===== src/design/dna_base_and_bigram_counter_unit_assert.svh =====
// Assertion macros for the DNA base and bigram counter unit.
`ifndef DNA_BASE_AND_BIGRAM_COUNTER_UNIT_ASSERT_SVH
`define DNA_BASE_AND_BIGRAM_COUNTER_UNIT_ASSERT_SVH

// Same-cycle implication, sampled on clk, off while rst_n is low
`define DBCU_ASSERT_NOW(lbl, ante, cons) \
    lbl: assert property (@(posedge clk) disable iff (!rst_n) (ante) |-> (cons)) \
        else $error("dbcu assertion failed");

// Next-cycle implication, sampled on clk, off while rst_n is low
`define DBCU_ASSERT_NEXT(lbl, ante, cons) \
    lbl: assert property (@(posedge clk) disable iff (!rst_n) (ante) |=> (cons)) \
        else $error("dbcu assertion failed");

`endif


===== src/design/dbcu_pkg.sv =====
// Package: types, constants and helpers for the DNA base and bigram counter unit.
package dbcu_pkg;

    // Counter widths
    localparam int SEQ_COUNT_BITS   = 16;
    localparam int TOTAL_COUNT_BITS = 32;

    // Field widths
    localparam int COMMAND_W     = 2;
    localparam int SYMBOL_W      = 8;
    localparam int INDEX_W       = 5;
    localparam int COUNT_VALUE_W = 32;

    // Counter map
    localparam int NUM_SEQ           = 20;
    localparam int NUM_COMMITTED     = 22;
    localparam int BIGRAM_BASE       = 4;
    localparam int IDX_TOTAL_CHARS   = 20;
    localparam int IDX_TOTAL_BIGRAMS = 21;

    // Character codes (lower case); OR-ing in the case bit folds A-Z only for letters
    localparam logic [SYMBOL_W-1:0] CHAR_A   = 8'h61;
    localparam logic [SYMBOL_W-1:0] CHAR_C   = 8'h63;
    localparam logic [SYMBOL_W-1:0] CHAR_T   = 8'h74;
    localparam logic [SYMBOL_W-1:0] CHAR_G   = 8'h67;
    localparam logic [SYMBOL_W-1:0] CASE_BIT = 8'h20;

    typedef logic [SEQ_COUNT_BITS-1:0]   seq_cnt_t;
    typedef logic [TOTAL_COUNT_BITS-1:0] tot_cnt_t;

    localparam seq_cnt_t SEQ_MAX = '1;

    typedef enum logic [COMMAND_W-1:0] {
        CMD_SYMBOL = 2'd0,
        CMD_END    = 2'd1,
        CMD_CLEAR  = 2'd2,
        CMD_READ   = 2'd3
    } cmd_t;

    typedef enum logic [1:0] {
        BASE_A = 2'd0,
        BASE_C = 2'd1,
        BASE_T = 2'd2,
        BASE_G = 2'd3
    } base_t;

    typedef struct packed {
        logic  ok;
        base_t code;
    } base_dec_t;

    // Per-sequence control into the tracker
    typedef struct packed {
        logic                symbol_go;
        logic                end_go;
        logic [SYMBOL_W-1:0] symbol;
    } seq_ctl_t;

    // Per-sequence status out of the tracker
    typedef struct packed {
        seq_cnt_t [NUM_SEQ-1:0] counts;
        seq_cnt_t               length;
        logic                   bad;
    } seq_status_t;

    // Control into the committed counter bank
    typedef struct packed {
        logic               clear;
        logic               commit;
        logic [INDEX_W-1:0] index;
    } bank_ctl_t;

    // Fold case and map a byte to a base code
    function automatic base_dec_t decode_base(input logic [SYMBOL_W-1:0] sym);
        logic [SYMBOL_W-1:0] low;
        base_dec_t           d;
        low    = sym | CASE_BIT;
        d.ok   = 1'b1;
        d.code = BASE_A;
        if (low == CHAR_A)
        begin
            d.code = BASE_A;
        end
        else if (low == CHAR_C)
        begin
            d.code = BASE_C;
        end
        else if (low == CHAR_T)
        begin
            d.code = BASE_T;
        end
        else if (low == CHAR_G)
        begin
            d.code = BASE_G;
        end
        else
        begin
            d.ok = 1'b0;
        end
        return d;
    endfunction

endpackage


===== src/design/dbcu_if.sv =====
// Valid/ready channel interfaces for command and result transactions.
interface dbcu_in_if;
    import dbcu_pkg::*;

    logic                 valid;
    logic                 ready;
    logic [COMMAND_W-1:0] command;
    logic [SYMBOL_W-1:0]  symbol;
    logic                 do_count;
    logic [INDEX_W-1:0]   counter_index;

    modport source (output valid, output command, output symbol, output do_count,
                    output counter_index, input ready);
    modport sink   (input valid, input command, input symbol, input do_count,
                    input counter_index, output ready);
endinterface

interface dbcu_out_if;
    import dbcu_pkg::*;

    logic                     valid;
    logic                     ready;
    logic                     seq_valid;
    logic [COUNT_VALUE_W-1:0] count_value;

    modport source (output valid, output seq_valid, output count_value, input ready);
    modport sink   (input valid, input seq_valid, input count_value, output ready);
endinterface


===== src/design/dna_base_and_bigram_counter_unit.sv =====
// Top level of the DNA base and bigram counter unit.
// Result path: an accepted command is registered in the input stage, and its result then loads the result register.
// Throughput: one command transaction per cycle; only a result-bearing command waits on a
// full, unread output register.
// Reset: rst_n (async, active low) zeroes all committed and per-sequence counters.
`include "dna_base_and_bigram_counter_unit_assert.svh"

module dna_base_and_bigram_counter_unit (
    input logic       clk,
    input logic       rst_n,
    dbcu_in_if.sink   item,
    dbcu_out_if.source result
);
    import dbcu_pkg::*;

    // Input stage
    logic                 s1_valid_reg;
    cmd_t                 s1_cmd_reg;
    logic [SYMBOL_W-1:0]  s1_symbol_reg;
    logic                 s1_do_count_reg;
    logic [INDEX_W-1:0]   s1_index_reg;

    // Result stage
    logic                     out_valid_reg;
    logic                     out_seq_valid_reg;
    logic [COUNT_VALUE_W-1:0] out_count_reg;

    logic                     s1_has_result;
    logic                     s1_go;
    logic                     item_take;
    logic                     seq_ok;
    logic                     seq_full;
    seq_ctl_t                 seq_ctl;
    seq_status_t              seq_status;
    bank_ctl_t                bank_ctl;
    logic [COUNT_VALUE_W-1:0] rd_data;

    // Stage handshake: non-result commands never wait on the output
    assign s1_has_result = (s1_cmd_reg == CMD_END) || (s1_cmd_reg == CMD_READ);
    assign s1_go         = s1_valid_reg &&
                           (!s1_has_result || !out_valid_reg || result.ready);
    assign item.ready    = !s1_valid_reg || s1_go;
    assign item_take     = item.valid && item.ready;

    always_ff @(posedge clk or negedge rst_n)
    begin
        if (!rst_n)
        begin
            s1_valid_reg <= 1'b0;
        end
        else if (item_take)
        begin
            s1_valid_reg <= 1'b1;
        end
        else if (s1_go)
        begin
            s1_valid_reg <= 1'b0;
        end
    end

    always_ff @(posedge clk)
    begin
        if (item_take)
        begin
            s1_cmd_reg      <= cmd_t'(item.command);
            s1_symbol_reg   <= item.symbol;
            s1_do_count_reg <= item.do_count;
            s1_index_reg    <= item.counter_index;
        end
    end

    // Control for the tracker and the counter bank
    assign seq_ok   = (seq_status.length != '0) && !seq_status.bad;
    assign seq_full = (seq_status.length == SEQ_MAX);

    assign seq_ctl.symbol_go = s1_go && (s1_cmd_reg == CMD_SYMBOL);
    assign seq_ctl.end_go    = s1_go && (s1_cmd_reg == CMD_END);
    assign seq_ctl.symbol    = s1_symbol_reg;

    assign bank_ctl.clear  = s1_go && (s1_cmd_reg == CMD_CLEAR);
    assign bank_ctl.commit = s1_go && (s1_cmd_reg == CMD_END) && seq_ok && s1_do_count_reg;
    assign bank_ctl.index  = s1_index_reg;

    dbcu_seq_tracker u_seq_tracker (
        .clk    (clk),
        .rst_n  (rst_n),
        .ctl    (seq_ctl),
        .status (seq_status)
    );

    dbcu_commit_bank u_commit_bank (
        .clk     (clk),
        .rst_n   (rst_n),
        .ctl     (bank_ctl),
        .status  (seq_status),
        .rd_data (rd_data)
    );

    // Result register
    always_ff @(posedge clk or negedge rst_n)
    begin
        if (!rst_n)
        begin
            out_valid_reg <= 1'b0;
        end
        else if (s1_go && s1_has_result)
        begin
            out_valid_reg <= 1'b1;
        end
        else if (result.ready)
        begin
            out_valid_reg <= 1'b0;
        end
    end

    always_ff @(posedge clk)
    begin
        if (s1_go && s1_has_result)
        begin
            if (s1_cmd_reg == CMD_END)
            begin
                out_seq_valid_reg <= seq_ok;
                out_count_reg     <= '0;
            end
            else
            begin
                out_seq_valid_reg <= 1'b0;
                out_count_reg     <= rd_data;
            end
        end
    end

    assign result.valid       = out_valid_reg;
    assign result.seq_valid   = out_seq_valid_reg;
    assign result.count_value = out_count_reg;

    // Checks
    `DBCU_ASSERT_NEXT(a_stall_holds, s1_valid_reg && !s1_go, s1_valid_reg && $stable(s1_cmd_reg))
    `DBCU_ASSERT_NEXT(a_end_clears_seq, seq_ctl.end_go, seq_status.length == '0 && !seq_status.bad)
    `DBCU_ASSERT_NEXT(a_overlong_bad, seq_ctl.symbol_go && seq_full, seq_status.bad && seq_full)
    `DBCU_ASSERT_NOW(a_result_source, $rose(out_valid_reg), $past(s1_go && s1_has_result))
endmodule


===== src/design/dbcu_seq_tracker.sv =====
// Per-sequence tentative base and bigram counters, length and bad flag.
module dbcu_seq_tracker (
    input  logic                  clk,
    input  logic                  rst_n,
    input  dbcu_pkg::seq_ctl_t    ctl,
    output dbcu_pkg::seq_status_t status
);
    import dbcu_pkg::*;

    seq_cnt_t [NUM_SEQ-1:0] counts_reg;
    seq_cnt_t [NUM_SEQ-1:0] counts_next;
    seq_cnt_t               length_reg;
    seq_cnt_t               length_next;
    logic                   bad_reg;
    logic                   bad_next;
    base_t                  prev_reg;
    base_t                  prev_next;
    logic                   have_prev_reg;
    logic                   have_prev_next;

    base_dec_t          dec;
    logic               room;
    logic               count_base;
    logic [INDEX_W-1:0] bigram_idx;

    assign dec        = decode_base(ctl.symbol);
    assign room       = (length_reg != SEQ_MAX);
    assign count_base = ctl.symbol_go && room && dec.ok;
    assign bigram_idx = INDEX_W'(BIGRAM_BASE) + INDEX_W'({prev_reg, dec.code});

    // Next state for one symbol or end of sequence
    always_comb
    begin
        counts_next    = counts_reg;
        length_next    = length_reg;
        bad_next       = bad_reg;
        prev_next      = prev_reg;
        have_prev_next = have_prev_reg;
        if (ctl.end_go)
        begin
            counts_next    = '0;
            length_next    = '0;
            bad_next       = 1'b0;
            prev_next      = BASE_A;
            have_prev_next = 1'b0;
        end
        else if (ctl.symbol_go)
        begin
            if (!room)
            begin
                bad_next = 1'b1;
            end
            else
            begin
                length_next = length_reg + seq_cnt_t'(1);
                if (!dec.ok)
                begin
                    bad_next = 1'b1;
                end
            end
            if (count_base)
            begin
                prev_next      = dec.code;
                have_prev_next = 1'b1;
            end
            for (int i = 0; i < NUM_SEQ; i++)
            begin
                if (count_base && ((INDEX_W'(i) == INDEX_W'(dec.code)) ||
                                   (have_prev_reg && INDEX_W'(i) == bigram_idx)))
                begin
                    counts_next[i] = counts_reg[i] + seq_cnt_t'(1);
                end
            end
        end
    end

    // State registers
    always_ff @(posedge clk or negedge rst_n)
    begin
        if (!rst_n)
        begin
            counts_reg    <= '0;
            length_reg    <= '0;
            bad_reg       <= 1'b0;
            prev_reg      <= BASE_A;
            have_prev_reg <= 1'b0;
        end
        else
        begin
            counts_reg    <= counts_next;
            length_reg    <= length_next;
            bad_reg       <= bad_next;
            prev_reg      <= prev_next;
            have_prev_reg <= have_prev_next;
        end
    end

    assign status.counts = counts_reg;
    assign status.length = length_reg;
    assign status.bad    = bad_reg;
endmodule


===== src/design/dbcu_commit_bank.sv =====
// Committed counters: clear, commit of a finished sequence, and indexed read.
module dbcu_commit_bank (
    input  logic                      clk,
    input  logic                      rst_n,
    input  dbcu_pkg::bank_ctl_t       ctl,
    input  dbcu_pkg::seq_status_t     status,
    output logic [dbcu_pkg::COUNT_VALUE_W-1:0] rd_data
);
    import dbcu_pkg::*;

    tot_cnt_t [NUM_COMMITTED-1:0] cnt_reg;
    tot_cnt_t [NUM_COMMITTED-1:0] cnt_next;
    tot_cnt_t                     rd_full;

    // Add the tentative counts and totals in parallel; wrap at counter width
    always_comb
    begin
        cnt_next = cnt_reg;
        if (ctl.clear)
        begin
            cnt_next = '0;
        end
        else if (ctl.commit)
        begin
            for (int i = 0; i < NUM_SEQ; i++)
            begin
                cnt_next[i] = cnt_reg[i] + tot_cnt_t'(status.counts[i]);
            end
            cnt_next[IDX_TOTAL_CHARS]   = cnt_reg[IDX_TOTAL_CHARS] +
                                          tot_cnt_t'(status.length);
            cnt_next[IDX_TOTAL_BIGRAMS] = cnt_reg[IDX_TOTAL_BIGRAMS] +
                                          tot_cnt_t'(status.length - seq_cnt_t'(1));
        end
    end

    always_ff @(posedge clk or negedge rst_n)
    begin
        if (!rst_n)
        begin
            cnt_reg <= '0;
        end
        else
        begin
            cnt_reg <= cnt_next;
        end
    end

    // Read select; indexes past the last counter read zero
    always_comb
    begin
        rd_full = '0;
        for (int i = 0; i < NUM_COMMITTED; i++)
        begin
            if (ctl.index == INDEX_W'(i))
            begin
                rd_full = cnt_reg[i];
            end
        end
    end

    assign rd_data = COUNT_VALUE_W'(rd_full);
endmodule


===== src/flat_wrapper.sv =====
// flat-port wrapper written by rule: the top's interface ports become plain ports
module dna_base_and_bigram_counter_unit_flat import dbcu_pkg::*;
  (clk, rst_n, item_valid, item_command, item_symbol, item_do_count, item_counter_index, item_ready, result_valid, result_seq_valid, result_count_value, result_ready);
  dbcu_in_if item_i ();
  dbcu_out_if result_i ();
  input logic clk;
  input logic rst_n;
  input wire logic [$bits(item_i.valid)-1:0] item_valid;
  input wire logic [$bits(item_i.command)-1:0] item_command;
  input wire logic [$bits(item_i.symbol)-1:0] item_symbol;
  input wire logic [$bits(item_i.do_count)-1:0] item_do_count;
  input wire logic [$bits(item_i.counter_index)-1:0] item_counter_index;
  output wire logic [$bits(item_i.ready)-1:0] item_ready;
  output wire logic [$bits(result_i.valid)-1:0] result_valid;
  output wire logic [$bits(result_i.seq_valid)-1:0] result_seq_valid;
  output wire logic [$bits(result_i.count_value)-1:0] result_count_value;
  input wire logic [$bits(result_i.ready)-1:0] result_ready;
  assign item_i.valid = item_valid;
  assign item_i.command = item_command;
  assign item_i.symbol = item_symbol;
  assign item_i.do_count = item_do_count;
  assign item_i.counter_index = item_counter_index;
  assign item_ready = item_i.ready;
  assign result_valid = result_i.valid;
  assign result_seq_valid = result_i.seq_valid;
  assign result_count_value = result_i.count_value;
  assign result_i.ready = result_ready;
  dna_base_and_bigram_counter_unit u_core (.clk(clk), .rst_n(rst_n), .item(item_i), .result(result_i));
endmodule

===== config.mk =====
export PLATFORM = sky130hd
export DESIGN_NAME = dna_base_and_bigram_counter_unit_flat
export DESIGN_NICKNAME = d
export VERILOG_FILES = /design/src/design/dbcu_pkg.sv /design/src/design/dbcu_if.sv /design/src/design/dna_base_and_bigram_counter_unit.sv /design/src/design/dbcu_seq_tracker.sv /design/src/design/dbcu_commit_bank.sv /design/src/flat_wrapper.sv
export VERILOG_INCLUDE_DIRS = /design/src /design/src/design
export SDC_FILE = /design/constraint.sdc
export NUM_CORES = 2
export LEC_CHECK = 0
export ABC_AREA = 1
export BUFFER_PORTS_ARGS = -buffer_cell sky130_fd_sc_hd__buf_2
export CAP_MARGIN = 15
export CORE_MARGIN = 3
export CORE_UTILIZATION = 62
export DETAILED_ROUTE_END_ITERATION = 10
export PLACE_DENSITY = 0.78
export REMOVE_ABC_BUFFERS = 1
export SLEW_MARGIN = 10
export SYNTH_ARGS = -nofsm -noshare
export SYNTH_HDL_FRONTEND = slang
export SYNTH_SLANG_ARGS = --single-unit

===== constraint.sdc =====
create_clock -name clk -period 4.76 [get_ports clk]
set_input_delay 0.476 -clock clk [delete_from_list [all_inputs] [get_ports clk]]
set_output_delay 0.476 -clock clk [all_outputs]
set_load 0.03 [all_outputs]

== After elaboration in Yosys (flattened, before gate mapping) ==
Cells that the tools add are included.
W data, S select, Z words.

* Input port bits: 20
* Output and inout bits: 35
* Register bits after elaboration: 1095
* Memories kept: 0
* Memory bits (writable): 0
* Memory bits (read-only): 0
* Bits in latches: 0

* Add/subtract/negate cells: 45
* Div/mod/pow operators: 0
* Reduce and logical (&&, ||, !) cells: 117
* Multipliers: 0
* Eq/ne operators: 52
* Magnitude comparators: 0
* Bitwise gates (word level): 0
* Shifts and indexed selects: 0
* Multiplexer cells: 71

{| class="wikitable"
|+ Operators with widths
! kind !! number
|-
| $mux W704 || 2
|-
| $mux W32 || 22
|-
| $add A32 B16 Y32 || 21
|-
| $mux W320 || 2
|-
| $mux W16 || 23
|-
| $add A16 B1 Y16 const B || 21
|-
| $reduce_bool A2 Y1 || 26
|-
| $logic_and A1 B1 Y1 || 51
|-
| $reduce_and A2 Y1 || 23
|-
| $eq A4 B5 Y1 const A || 8
|-
| $eq A5 B4 Y1 const B || 8
|-
| $add A32 B32 Y32 || 1
|-
| $eq A5 B5 Y1 const B || 6
|-
| $eq A7 B6 Y1 const B || 4
|-
| $eq A3 B5 Y1 const A || 4
|-
| $eq A5 B3 Y1 const B || 4
|-
| $eq A5 B5 Y1 const A || 4
|-
| $sub A16 B1 Y17 const B || 1
|-
| $ne A16 B16 Y1 const B || 1
|-
| $reduce_bool A16 Y1 || 1
|-
| $mux W1 || 15
|-
| $mux W2 || 7
|-
| $eq A2 B5 Y1 const A || 2
|-
| $eq A5 B2 Y1 const B || 2
|-
| other kinds (12) || 26
|}

== Logic depth before layout (Yosys ltp) ==
* Depth in word-level cells: 23
* Mapped depth: 25

== Modules after synthesis ==
From an unflattened synthesis, not the netlist that was laid out.

* Cell total of the unflattened synthesis: 11071
* Area, all modules: 77864.7 µm²

{| class="wikitable"
|+ By module, submodules not included
! module !! area an instance (µm²) !! instances !! cells each
|-
| dbcu_commit_bank || 54264.5 || 1 || 7805
|-
| dbcu_seq_tracker || 21649.5 || 1 || 3110
|-
| dna_base_and_bigram_counter_unit || 1950.6 || 1 || 156
|}

== Least setup slack after synthesis ==
Ideal clock, no wire load.

* Path kind: register to register
* From: reg u_core.u_seq_tracker.length_reg[0]
* To: reg u_core.u_commit_bank.cnt_reg[702] (netlist name)
* Path buffers: 0
* Slack: 1.177 ns
* Cell stages (with the launch flop): 22
* Data arrival time: 3.451 ns
* Path through: dfrtp_1 > inv_1 > nand3_1 > nor3_1 > nand3b_1 > nor2_1 > inv_1 > nor3_1 > nand3_1 > xnor2_1 > ha_1 > nand2_1 > nor4_1 > nand3_1 > nand3_1 > nand2_1 > o211ai_1 > a21boi_0 > o21ai_0 > a21oi_1 > o21ai_0 > o21ai_0

* Word-level cells in the longest chain between the ends: 5
* Elaborated cells between the ends (all ways): 9

{| class="wikitable"
|+ RTL lines
! what !! line !! text
|-
| start, declared || dbcu_seq_tracker.sv:12 || <nowiki>seq_cnt_t length_reg;</nowiki>
|-
| start signal, assigned || dbcu_seq_tracker.sv:91 || <nowiki>length_reg <= length_next;</nowiki>
|-
| parallel branches: the longest is 5 deep, another holds $add A32 B32 Y32 || n/a ||
|-
| end signal, assigned || dbcu_commit_bank.sv:44 || <nowiki>cnt_reg <= cnt_next;</nowiki>
|-
| end, declared || dbcu_commit_bank.sv:11 || <nowiki>tot_cnt_t [NUM_COMMITTED-1:0] cnt_reg;</nowiki>
|}

Several ways; the timed one is not identified. The select of a mux whose other input is x is not followed.
A chain may end at the register's enable or synchronous reset.

== Worst setup path after layout ==
* From: reg u_core.s1_index_reg[4]
* To: reg u_core.out_count_reg[5], in the netlist u_core.result.count_value[5] (data pin)

* Word-level cells in the longest chain between the ends: 23
* Elaborated cells between the ends (all ways): 44

{| class="wikitable"
|+ RTL lines
! what !! line !! text
|-
| start, declared || dna_base_and_bigram_counter_unit.sv:21 || <nowiki>logic [INDEX_W-1:0] s1_index_reg;</nowiki>
|-
| start signal, assigned || dna_base_and_bigram_counter_unit.sv:68 || <nowiki>s1_index_reg <= item.counter_index;</nowiki>
|-
| $logic_not A5 Y1 || dbcu_commit_bank.sv:54 || <nowiki>if (ctl.index == INDEX_W'(i))</nowiki>
|-
| $mux W32 (21 in series) || dbcu_commit_bank.sv:54 ||
|-
| $mux W32 * || dbcu_commit_bank.sv:54 ||
|-
| end signal, assigned || dna_base_and_bigram_counter_unit.sv:128 || <nowiki>out_count_reg <= rd_data;</nowiki>
|-
| end, declared || dna_base_and_bigram_counter_unit.sv:26 || <nowiki>logic [COUNT_VALUE_W-1:0] out_count_reg;</nowiki>
|}

Every way passes the cells marked *; elsewhere a longest branch is shown, timed or not.

==> impl.org <==
** Floorplan
- 55 I/O pins were placed.
- From left edge to right edge, the die measures 350 µm.
- Number of standard-cell rows in the floorplan :: roughly 130
- The die covers approximately 120,000 µm².
- For this configuration, the core starts out at a cell density of between 60% and 70%.
- The floorplan step defined a core boundary enclosing 117,000 µm².
- Die height :: between 300 and 400 µm

** STA
- For this run, the top clock speed supported by timing is 0.231 GHz.
- After routing, the total negative slack on setup checks comes to 0 ps.
- Final setup skew :: about 28 ps
- Setup violations remaining at the end of the flow were counted as 0.
- Headroom to the max-slew limit came out at between 10% and 20%.
- For the finished layout, the period the worst path requires is 4330 ps.
- The number of failing hold endpoints at the final stage was 0.
- Final period util :: ~90%
- Setup repair after global routing left no endpoint under its margin.
- The worst path meets setup with around 430 ps of slack.
- For the pin with the worst max-slew slack, the measured transition is between 1000 and 1500 ps.
- The number of pins exceeding their max-slew limit in the final report was 0.

** Place
- Global placer's final weighted congestion :: between 1 and 1.5
- Prior to clock tree synthesis, the placed netlist has a worst setup slack of 522 ps.
- Port Buffer Count :: 53
- The wire-length estimate of the detail-placed layout is ~170,000 µm.

** Worst setup path
- The worst setup path is of the reg -> reg kind.
- The startpoint identified for the worst register-to-register timing path is u_core.s1_index_reg[4]$_DFFE_PP_.
- Worst Path Arrival :: a little under 5000 ps
- STA puts the critical path data required time at 5280 ps.
- The worst setup path is launched from a flop.
- For this run, the slowest stage of the critical path takes roughly 520 ps.
- Of all nets on the critical path, the largest fanout is 18.
- End of the worst register-to-register path :: u_core.result.count_value[5]$_SDFFCE_PN0P_
- Type of destination of the critical path :: flop
- Max stage delay cell, worst path :: sky130_fd_sc_hd__nor3_1
- The critical path goes through clkinv_1, nand2_1, nor2_2, buf_4, nand2_1, nand3_1, nor3_1, nand4_1, nor2_1, nand4_1, nand2_1, nand4_1, nor2_1, nand4_1, nor2_1, nor2_1.
- Reg-to-reg slack, setup :: around 430 ps
- Launch point of the critical path :: u_core.s1_index_reg[4]$_DFFE_PP_
- For the worst flop-to-flop path, the logic depth is 16.

** Yosys
- Yosys cell types :: between 60 and 70
- Yosys printed 0 warnings.
- Synthesis produced around 10,000 cells.
- For this run, the register share of the synthesized area comes to approximately 38%.
- Of all flip-flops after synthesis, the portion carrying an async set or reset was between 90 and 100%.
- Ys flop type :: sky130_fd_sc_hd__dfrtp_1
- Number of enable flip-flop cells after synthesis :: 48
- The cell area that synthesis handed to floorplanning was around 73,000 µm².
- Avg Inst Size Synth :: 7.28 µm²
- Flip-flop and latch count after synthesis :: 1,094

** Clock network
- CTS tree :: built
- Clk Latency, worst-skew pair :: just under 800 ps
- CTS buffer count :: 131
- The H-tree was split into 4 levels.
- Count of clock tree sinks :: around 1,100
- Clock transition at the registers of the reported paths :: approximately 60 ps
- The number of setup buffers added after CTS is 0.
- The clock passes through at most 3 buffers.
- The cell sitting at the root of the clock tree is a sky130_fd_sc_hd__clkbuf_16.

** Routing
- Total wire length after detailed routing :: around 230,000 µm
- Drt first pass iters :: 8
- In the final routed layout, each cell accounts on average for between 15 and 20 µm.
- DRC errors left :: 0
- Once detail routing completed, the nets flagged for antenna violations numbered 0.
- DR vias/cell :: 6.15
- For this block, the via count after detailed routing is ~72,000.
- The first routing iteration left between 8,000 and 9,000 violations.

** Global routing
- The via count of the first global-routing pass was roughly 68,000.
- Global-route wire length before repair :: 367,000 µm
- Overall track demand over capacity in global routing :: a little under two fifths
- Entering global routing, the biggest net connects between 100 and 150 pins.
- The initial antenna violation count came to 4.
- Overflow left after global routing :: 0

** Finish
- Layout Area Growth over Synthesis :: 9.09%
- The post-route netlist has approximately 4.7% of its cells at a drive strength greater than 1.
- In the final design database the tool counted ~10,000 nets.
- Leaving out fill and tap cells, the most frequent cell in the layout is sky130_fd_sc_hd__nand2_1.
- Flip-flop count of the largest register, all copies and words added :: about 700
- Commonest non-fill, non-tap cells in the layout :: sky130_fd_sc_hd__nand2_1 (2,193), sky130_fd_sc_hd__inv_1 (1,219), sky130_fd_sc_hd__dfrtp_1 (1,046)

** Power
- Leakage power :: 0.0358 µW
- Power per Cell Area :: roughly 330 nW/µm²
- Worst supply voltage drop on vdd :: ~0.39 mV

** Run status
- Status :: finished clean

** Hold path
- The path class of the tightest hold or removal check is in -> async.

** Flow run
- Max-cap check violation count :: 0
[repair_timing]
item	CTS	global route
endpoints found under the hold margin	74	0
gates resized for setup	0	0
hold buffers	18	0
[how the worst max path moves through the flow]
stage	end	slack, ps	depth (start not counted)
after detailed placement	u_core.u_seq_tracker.status[217]$_DFFE_PN0P_	520	19
after global placement	u_core.u_commit_bank.cnt_reg[702]$_DFFE_PN0P_	520	21
after floorplan	u_core.u_commit_bank.cnt_reg[29]$_DFFE_PN0P_	-21760	8
after CTS	u_core.u_seq_tracker.status[217]$_DFFE_PN0P_	510	19
after global routing	u_core.u_commit_bank.cnt_reg[702]$_DFFE_PN0P_	40	21
final	u_core.result.count_value[5]$_SDFFCE_PN0P_	430	16
[per-stage QoR]
| stage | cell area, µm² | instances | total power, µW | hold slack [ps] | util [%] |
|---|---|---|---|---|---|
| after detailed placement | 75200 | 11400 | 15900 | 474 | 64.5 |
| after global routing | 79800 | 11700 | 27500 | 398 | 68.4 |
| after CTS | 79800 | 11700 | 26400 | 349 | 68.4 |
| final | 79800 | 11700 | 26300 | 360 | 68.4 |
| after floorplan | 72100 | 9769 | 14200 | 180 | - |
| after global placement | 75200 | 11400 | 15700 | 452 | 64.5 |
[kinds of logic (layout without fill, tap and decap cells)]
group	count (synthesis)	in the layout	share of synthesized area [%]
flops	1094	1094	37.7
other cells	0	1	0
xor+xnor	279	279	3.34
simple gates	4634	4634	27.9
fa+ha+maj	412	412	7.27
buf+inv	1518	1624	7.83
compound gates	2112	2112	16.0
[layer usage]
metal  track usage (%)  vias up  part of all wire, %
met4              18.1        0                  5.3
met3              8.12      628                   10
met5                 0        -                    0
met1              51.0    33900                   41
li1                  -    34000                    -
met2              58.0     3299                   44
[where the power goes]
group | switching [µW] | total [µW] | leakage, µW | internal (µW)
clock network | 4160 | 10500 | 0.00218 | 6340
logic | 3210 | 4870 | 0.0187 | 1670
registers | 931 | 11000 | 0.0148 | 10000
[synthesized netlist by cell type (all sizes together), types with 54 or more instances]
cell	n	share of area, %
nor4	136	1.2
o31ai	114	1.2
nand2	2207	11
o22ai	71	0.61
o21a	54	0.55
nor3	329	2.4
a21oi	879	6.0
dfrtp	1046	36
ha	390	6.7
buf	65	0.37
nand3	508	3.5
clkbuf	215	1.1
o21ai	796	5.4
nand4	353	3.1
xor2	162	1.9
inv	1229	6.3
nor2	969	5.1
nor3b	56	0.59
xnor2	117	1.4
[final cells by class]
class	instances	area, µm²
Multi-Input combinational cell	7437	39900
Fill cell	9831	36800
Sequential cell	1094	27600
Inverter	1238	4680
Clock buffer	188	3860
Tap cell	1524	1910
Timing Repair Buffer	155	1320
Clock inverter	43	566
Antenna cell	1	2.50
[worst max-delay path, delay by kind of cell, from the launching register on]
family	cells	cell delay (ps)
flops	1	400
buf+inv	2	450
simple gates	14	3260
Power figures use the tool's default switching activity.
